### config.mk
export PLATFORM = sky130hd
export DESIGN_NAME = epoch_seconds_to_date
export DESIGN_NICKNAME = d
export VERILOG_FILES = /design/src/hdl/e2d_pkg.sv /design/src/hdl/e2d_ctrl.sv /design/src/hdl/e2d_dp.sv /design/src/hdl/epoch_seconds_to_date.sv
export SDC_FILE = /design/constraint.sdc
export NUM_CORES = 1
export LEC_CHECK = 0
export ABC_CLOCK_PERIOD_IN_PS = 16800
export BUFFER_PORTS_ARGS = -buffer_cell sky130_fd_sc_hd__buf_2
export CORE_MARGIN = 8
export CORE_UTILIZATION = 55
export DETAILED_ROUTE_END_ITERATION = 10
export GPL_TIMING_DRIVEN = 0
export PLACE_DENSITY = 0.74
export SLEW_MARGIN = 25
export SYNTH_ARGS = -nofsm -noshare
export SYNTH_HDL_FRONTEND = slang
export SYNTH_SLANG_ARGS = --single-unit
### constraint.sdc
create_clock -name clk_i -period 16.8 [get_ports clk_i]
set_clock_uncertainty 0.2 [all_clocks]
set_input_delay 1.68 -clock clk_i [delete_from_list [all_inputs] [get_ports clk_i]]
set_output_delay 1.68 -clock clk_i [all_outputs]
set_load 0.01 [all_outputs]
### src/hdl/e2d_pkg.sv
// Shared types, constants and the month length table for the epoch to date converter.
// Used by e2d_ctrl, e2d_dp and epoch_seconds_to_date; depends on nothing else.
`timescale 1ns / 1ps

package e2d_pkg;

  localparam int SecondsWidthDefault = 32;
  localparam int SecsPerDay          = 86400;
  localparam int EpochYear           = 1970;
  localparam int LeapYearDays        = 366;
  localparam int CommonYearDays      = 365;
  localparam int EpochMod100         = EpochYear % 100;
  localparam int EpochMod400         = EpochYear % 400;

  localparam int YearOutWidth  = 12;
  localparam int MonthOutWidth = 4;
  localparam int DayOutWidth   = 5;

  localparam logic [MonthOutWidth-1:0] LastMonthIdx = MonthOutWidth'(11);

  // Commands from the controller to the datapath.
  typedef struct packed {
    logic load;
    logic year_step;
    logic month_step;
    logic out_load;
  } e2d_cmd_t;

  // Status from the datapath to the controller.
  typedef struct packed {
    logic year_done;
    logic month_done;
  } e2d_sts_t;

  // Length of a month, given its zero-based index and whether the year is a leap year.
  function automatic logic [DayOutWidth-1:0] month_len(input logic [MonthOutWidth-1:0] idx,
                                                       input logic leap);
    logic [DayOutWidth-1:0] len;
    unique case (idx)
      4'd0, 4'd2, 4'd4, 4'd6, 4'd7, 4'd9, 4'd11: len = DayOutWidth'(31);
      4'd3, 4'd5, 4'd8, 4'd10:                   len = DayOutWidth'(30);
      4'd1:                                       len = leap ? DayOutWidth'(29)
                                                             : DayOutWidth'(28);
      default:                                    len = DayOutWidth'(31);
    endcase
    return len;
  endfunction

endpackage

### src/hdl/e2d_ctrl.sv
// Controller state machine of the epoch to date converter.
// Sequences the year and month phases and owns both handshakes; uses e2d_pkg.
`timescale 1ns / 1ps

module e2d_ctrl (
  input  logic              clk_i,
  input  logic              rst_ni,
  input  logic              in_valid_i,
  output logic              in_ready_o,
  output logic              out_valid_o,
  input  logic              out_ready_i,
  input  e2d_pkg::e2d_sts_t sts_i,
  output e2d_pkg::e2d_cmd_t cmd_o
);
  import e2d_pkg::*;

  localparam logic [1:0] StIdle  = 2'd0;
  localparam logic [1:0] StYear  = 2'd1;
  localparam logic [1:0] StMonth = 2'd2;
  localparam logic [1:0] StHold  = 2'd3;

  logic [1:0] state_q, state_d;
  logic       out_valid_q, out_valid_d;
  logic       out_free;

  assign out_free = !out_valid_q || out_ready_i;

  always_comb begin
    state_d    = state_q;
    cmd_o      = '0;
    in_ready_o = 1'b0;
    unique case (state_q)
      StIdle: begin
        in_ready_o = 1'b1;
        if (in_valid_i) begin
          cmd_o.load = 1'b1;
          state_d    = StYear;
        end
      end
      StYear: begin
        if (sts_i.year_done) begin
          state_d = StMonth;
        end else begin
          cmd_o.year_step = 1'b1;
        end
      end
      StMonth: begin
        if (sts_i.month_done) begin
          if (out_free) begin
            cmd_o.out_load = 1'b1;
            state_d        = StIdle;
          end else begin
            state_d = StHold;
          end
        end else begin
          cmd_o.month_step = 1'b1;
        end
      end
      StHold: begin
        if (out_free) begin
          cmd_o.out_load = 1'b1;
          state_d        = StIdle;
        end
      end
    endcase
  end

  always_comb begin
    if (cmd_o.out_load) begin
      out_valid_d = 1'b1;
    end else if (out_ready_i) begin
      out_valid_d = 1'b0;
    end else begin
      out_valid_d = out_valid_q;
    end
  end

  always_ff @(posedge clk_i or negedge rst_ni) begin
    if (!rst_ni) begin
      state_q     <= StIdle;
      out_valid_q <= 1'b0;
    end else begin
      state_q     <= state_d;
      out_valid_q <= out_valid_d;
    end
  end

  assign out_valid_o = out_valid_q;

endmodule

### src/hdl/e2d_dp.sv
// Datapath of the epoch to date converter: year and month subtractors on the seconds with
// leap tracking, the day of month by reciprocal multiplication, and the output register.
// Uses e2d_pkg.
`timescale 1ns / 1ps

module e2d_dp #(
  parameter int SECONDS_WIDTH = e2d_pkg::SecondsWidthDefault
) (
  input  logic                                 clk_i,
  input  logic [SECONDS_WIDTH-1:0]             epoch_seconds_i,
  input  e2d_pkg::e2d_cmd_t                    cmd_i,
  output e2d_pkg::e2d_sts_t                    sts_o,
  output logic [e2d_pkg::YearOutWidth-1:0]     year_o,
  output logic [e2d_pkg::MonthOutWidth-1:0]    month_o,
  output logic [e2d_pkg::DayOutWidth-1:0]      day_o
);
  import e2d_pkg::*;

  // A day is longer than 2^16 seconds, so the day count needs 16 bits fewer than the seconds.
  localparam int DaysW  = SECONDS_WIDTH - 16;
  localparam int YearW  = $clog2(EpochYear + (2 ** DaysW) / CommonYearDays + 2);

  localparam logic [SECONDS_WIDTH-1:0] LeapYearSecs   =
    SECONDS_WIDTH'(LeapYearDays * SecsPerDay);
  localparam logic [SECONDS_WIDTH-1:0] CommonYearSecs =
    SECONDS_WIDTH'(CommonYearDays * SecsPerDay);

  // After the month loop fewer than 31 days of seconds remain, which fits in 22 bits.
  // Since 86400 is 128 times 675, the whole days are the seconds shifted right by 7 and
  // then multiplied by ceil(2^24 / 675) and shifted right by 24; the rounding error stays
  // below one for every value that can reach this point.
  localparam int                RemW       = 22;
  localparam int                PreShift   = 7;
  localparam int                RecipW     = RemW - PreShift;
  localparam int                RecipShift = 24;
  localparam logic [RecipW-1:0] Recip675   = RecipW'(24856);

  logic [SECONDS_WIDTH-1:0] secs_q;
  logic [YearW-1:0]         year_q;
  logic [6:0]               mod100_q;
  logic [8:0]               mod400_q;
  logic [MonthOutWidth-1:0] month_q;

  logic                     leap;
  logic [SECONDS_WIDTH-1:0] year_secs;
  logic [DayOutWidth-1:0]   mon_len;
  logic [SECONDS_WIDTH-1:0] mon_secs;
  logic                     year_fits;
  logic                     month_fits;
  logic [RecipW-1:0]        day_x;
  logic [2*RecipW-1:0]      day_prod;

  // Leap rule from the running year residues modulo 100 and 400.
  assign leap = ((mod400_q[1:0] == 2'd0) && (mod100_q != 7'd0)) || (mod400_q == 9'd0);

  assign year_secs  = leap ? LeapYearSecs : CommonYearSecs;
  assign year_fits  = secs_q >= year_secs;
  assign mon_len    = month_len(month_q, leap);
  assign mon_secs   = SECONDS_WIDTH'(mon_len) * SECONDS_WIDTH'(SecsPerDay);
  assign month_fits = secs_q >= mon_secs;

  assign day_x    = secs_q[RemW-1:PreShift];
  assign day_prod = (2*RecipW)'(day_x) * (2*RecipW)'(Recip675);

  assign sts_o.year_done  = !year_fits;
  assign sts_o.month_done = (month_q == LastMonthIdx) || !month_fits;

  always_ff @(posedge clk_i) begin
    if (cmd_i.load) begin
      secs_q   <= epoch_seconds_i;
      year_q   <= YearW'(EpochYear);
      mod100_q <= 7'(EpochMod100);
      mod400_q <= 9'(EpochMod400);
      month_q  <= '0;
    end
    if (cmd_i.year_step) begin
      secs_q   <= secs_q - year_secs;
      year_q   <= year_q + YearW'(1);
      mod100_q <= (mod100_q == 7'd99) ? 7'd0 : mod100_q + 7'd1;
      mod400_q <= (mod400_q == 9'd399) ? 9'd0 : mod400_q + 9'd1;
    end
    if (cmd_i.month_step) begin
      secs_q  <= secs_q - mon_secs;
      month_q <= month_q + MonthOutWidth'(1);
    end
    if (cmd_i.out_load) begin
      year_o  <= year_q[YearOutWidth-1:0];
      month_o <= month_q + MonthOutWidth'(1);
      day_o   <= day_prod[RecipShift +: DayOutWidth] + DayOutWidth'(1);
    end
  end

endmodule

### src/hdl/epoch_seconds_to_date.sv
// One transaction is in flight at a time: whole years and then whole months of seconds are
// removed, one a cycle, by the year and month subtractors, and the result is loaded into the
// output register, waiting while that register is still occupied; the next transaction is
// taken the cycle after that load. Reset clears the controller and the output valid flag;
// no result is pending after reset.
`timescale 1ns / 1ps

module epoch_seconds_to_date #(
  parameter int SECONDS_WIDTH = e2d_pkg::SecondsWidthDefault
) (
  input  logic                              clk_i,
  input  logic                              rst_ni,
  input  logic                              in_valid_i,
  output logic                              in_ready_o,
  input  logic [SECONDS_WIDTH-1:0]          epoch_seconds_i,
  output logic                              out_valid_o,
  input  logic                              out_ready_i,
  output logic [e2d_pkg::YearOutWidth-1:0]  year_o,
  output logic [e2d_pkg::MonthOutWidth-1:0] month_o,
  output logic [e2d_pkg::DayOutWidth-1:0]   day_o
);
  import e2d_pkg::*;

  // The controller steps through two phases for each transaction, working on the seconds
  // directly. First whole years are removed one per cycle, starting at 1970, by subtracting
  // the year's length in seconds, while the leap rule is tracked with running residues of
  // the year modulo 100 and 400, so no division of the year is ever needed. Next, whole
  // months are removed one per cycle, with February lengthened in leap years. What is left
  // is less than a month; it is turned into whole days by a shift and a multiplication by a
  // reciprocal as the result is loaded, the time of day is dropped, and the days plus one
  // give the day of month.

  e2d_cmd_t cmd;
  e2d_sts_t sts;

  e2d_ctrl u_ctrl (
    .clk_i       (clk_i),
    .rst_ni      (rst_ni),
    .in_valid_i  (in_valid_i),
    .in_ready_o  (in_ready_o),
    .out_valid_o (out_valid_o),
    .out_ready_i (out_ready_i),
    .sts_i       (sts),
    .cmd_o       (cmd)
  );

  // The result is held in the datapath's output register until the downstream transaction
  // completes, so a new input can be worked on meanwhile.
  e2d_dp #(
    .SECONDS_WIDTH (SECONDS_WIDTH)
  ) u_dp (
    .clk_i           (clk_i),
    .epoch_seconds_i (epoch_seconds_i),
    .cmd_i           (cmd),
    .sts_o           (sts),
    .year_o          (year_o),
    .month_o         (month_o),
    .day_o           (day_o)
  );

endmodule
==> results.toml <==
[critical_path]
crit_chain = "ha_1 -> ha_1 -> fa_1 -> inv_1 -> fa_1 -> fa_1 -> inv_1 -> ha_1 -> a21o_1 -> a21o_1 -> a221oi_1 -> o21ai_0 -> a21oi_1 -> xnor2_1 -> ha_1 -> nor2b_1 -> maj3_1 -> a2bb2oi_1 -> nand3_1 -> xnor2_1"
arrival_ps = 6000
critPathMaxFanout = 7
critPathRequiredTime_ps = 16690
critPathMaxStageDelay_ps = 570
r2r-end = "u_dp.day_o[4]"
critPathKind = "register to register"
worstSetupStartpointType = "register"
cpMostUsedCell = "ha_1"
reg2reg_from = "u_dp.secs_q[11]"
ff2ff_setup_slack_ps = 10700
cp-end-kind = "register"
r2r_cells = 20
cp_slowest_cell = "edfxtp_1"

[floorplanning]
die_w_um = 135
initial_utilization_pct = 56.0
core_area_um2 = 13800
pin_count = 59
dieArea_um2 = 18100
num_rows = 43
die_h_um = 135

[route]
drt_first_pass_iters = 5
drt_wl_total_um = 18400
avgRoutedWirePerCell_um = 17.7
post-route-drc-count = 0
vias_per_cell = 5.88
vias = 6110
drtIter0Drc = 314
antenna_left = 0

[sta]
slew_headroom_pct = 50.8
rsz0062_at_grt = "no"
setup_tns_ps = 0
min_period_ps = 6100
setup_viol = 0
tightest_slew_ps = 733
final_hold_viol_count = 0
max_freq_mhz = 164
fin_crit_sh_pct = 36.3
final_max_slew_viol_count = 0

[synth]
synth-edff-count = 85
ys_seq_area_share_pct = 33.9
synthDominantCellAreaShare_pct = 32.9
syn-instance-count = 784
synthTopCellsByCount = "123 x ha_1, 107 x inv_1, 85 x edfxtp_1"
synth_most_common_cell = "ha_1"
synth_nets = 967
synth_seq_cells = 88
synthArstFlopShare_pct = 3.41
syn_area_um2 = 7750
ys.flop_type = "edfxtp_1"
synth_warnings = 0
yosysTopAreaCell = "edfxtp_1"
synth_area_leaders = "edfxtp_1 33%, ha_1 20%, fa_1 6.2%"
yosysUniqueCellTypes = 69
avgSynthCellArea_um2 = 9.89

[cts]
insertion_delay_ps = 350
cts-htree-levels = 3
cts_setup_buffers = 0
cts-root-buf = "clkbuf_16"
clockBufferDepth = 2
cts-resized-gates = 0
clock_sinks = 88
clkTransAtPathRegs_ps = 70
hold_buffers = 0
cts_buffers = 9
tritoncts = "done"

[cells_and_area]
syn_to_final_growth_pct = 11.0
drive_above_1_share_pct = 11.6
nets = 1037
fillers = 1175
diodes = 0

[worst_hold_path]
min-delay-start = "u_dp.year_q[11]"
worstHoldPathType = "register to register"
holdPathStages = 0
worstHoldEndpoint = "u_dp.year_o[11]"

[grt]
gr-total-overflow = 0
grt_pass1_wl_um = 29400
track_usage_pct = 20.2
grt_max_degree = 29
grt_pass1_vias = 6249
grt_antenna_before_repair = 0

[placed_design]
place_hpwl_um = 14400
io_buffers = 58
globalplace.congestion = 1.00

[run]
max_cap_viol_count = 0

[run_status]
status = "complete, no violations"
==> sequential cells by signal, summed over array words and instances (netlist names) <==
register            cells
u_dp.day_o              5
u_dp.mod400_q           9
u_ctrl.state_q          2
u_dp.year_q            12
u_dp.month_q            4
u_dp.year_o            12
u_dp.mod100_q           7
u_dp.secs_q            32
u_dp.month_o            4
u_ctrl.out_valid_o      1
==> cells in the final DEF (no fill, tap or decap), drive strengths merged, types with 23 or more instances in the layout <==
cell,count
a21oi,35
buf,69
edfxtp,85
fa,24
ha,123
inv,108
nand2,57
nand3,23
nor2,57
o21ai,30
xnor2,31
==> cells by family after synthesis <==
group,Yosys count,synth area share [%]
AO/OA/AOI/OAI,150,13.1
XOR/XNOR,53,5.99
adder cells (fa/ha/maj),148,26.2
buffers and inverters,123,6.44
flip-flops,88,33.9
multiplexers,3,0.404
other,1,0.0484
AND/OR/NAND/NOR,218,13.9
==> worst max-delay path by stage <==
| stage | startpoint | endpoint | cells past startpoint | slack, ps |
|---|---|---|---|---|
| after CTS | u_dp.secs_q[11] | u_dp.day_o[4] | 20 | 10710 |
| after global placement | u_dp.secs_q[11] | u_dp.day_o[4] | 20 | 10880 |
| after global routing | u_dp.secs_q[8] | u_dp.day_o[4] | 20 | 10400 |
| after detailed placement | u_dp.secs_q[11] | u_dp.day_o[4] | 20 | 10740 |
| after floorplan | u_dp.secs_q[11] | u_dp.day_o[4] | 20 | 11310 |
| final | u_dp.secs_q[11] | u_dp.day_o[4] | 20 | 10700 |
==> worst max-delay path: cells and delay by family, from the launching register on <==
kind            cells  cell delay, ps
fa+ha+maj           8            3100
compound gates      6            1370
flops               1             570
simple gates        2             290
xor+xnor            2             220
buf+inv             2             100
==> cell type report <==
class,instances,area (um2),share of cell area [%]
clock buffers,10,229,2.66
plain buffers,16,97.6,1.13
repair buffers,59,302,3.50
flip-flops and latches,88,2630,30.5
well taps,180,225,2.62
inverters,107,402,4.67
clock inverters,6,91.3,1.06
multi-input cells,573,4630,53.8
==> per-layer routing <==
| metal | track usage [%] | part of all wire (%) | wire length, um | up-vias |
|---|---|---|---|---|
| met5 | 0 | 0 | 0 | - |
| met4 | 10.4 | 3.1 | 569 | 0 |
| met3 | 3.53 | 5.2 | 959 | 38 |
| met2 | 35.2 | 49 | 9050 | 181 |
| met1 | 23.2 | 42 | 7820 | 2961 |
| li1 | - | - | - | 2930 |
==> metrics by stage <==
stage	std cells	setup WS [ps]	hold slack [ps]	util (%)	cell area, um2
floorplan	784	11310	248	-	7750
global placement	1022	10880	267	59.8	8270
detailed placement	1023	10740	267	59.9	8280
CTS	1039	10710	287	62.2	8600
global route	1039	10400	310	62.2	8600
finish	1039	10700	287	62.2	8600
Power is not shown: default switching activity piles up to over one toggle a cycle in this logic, so the estimate is an artifact.
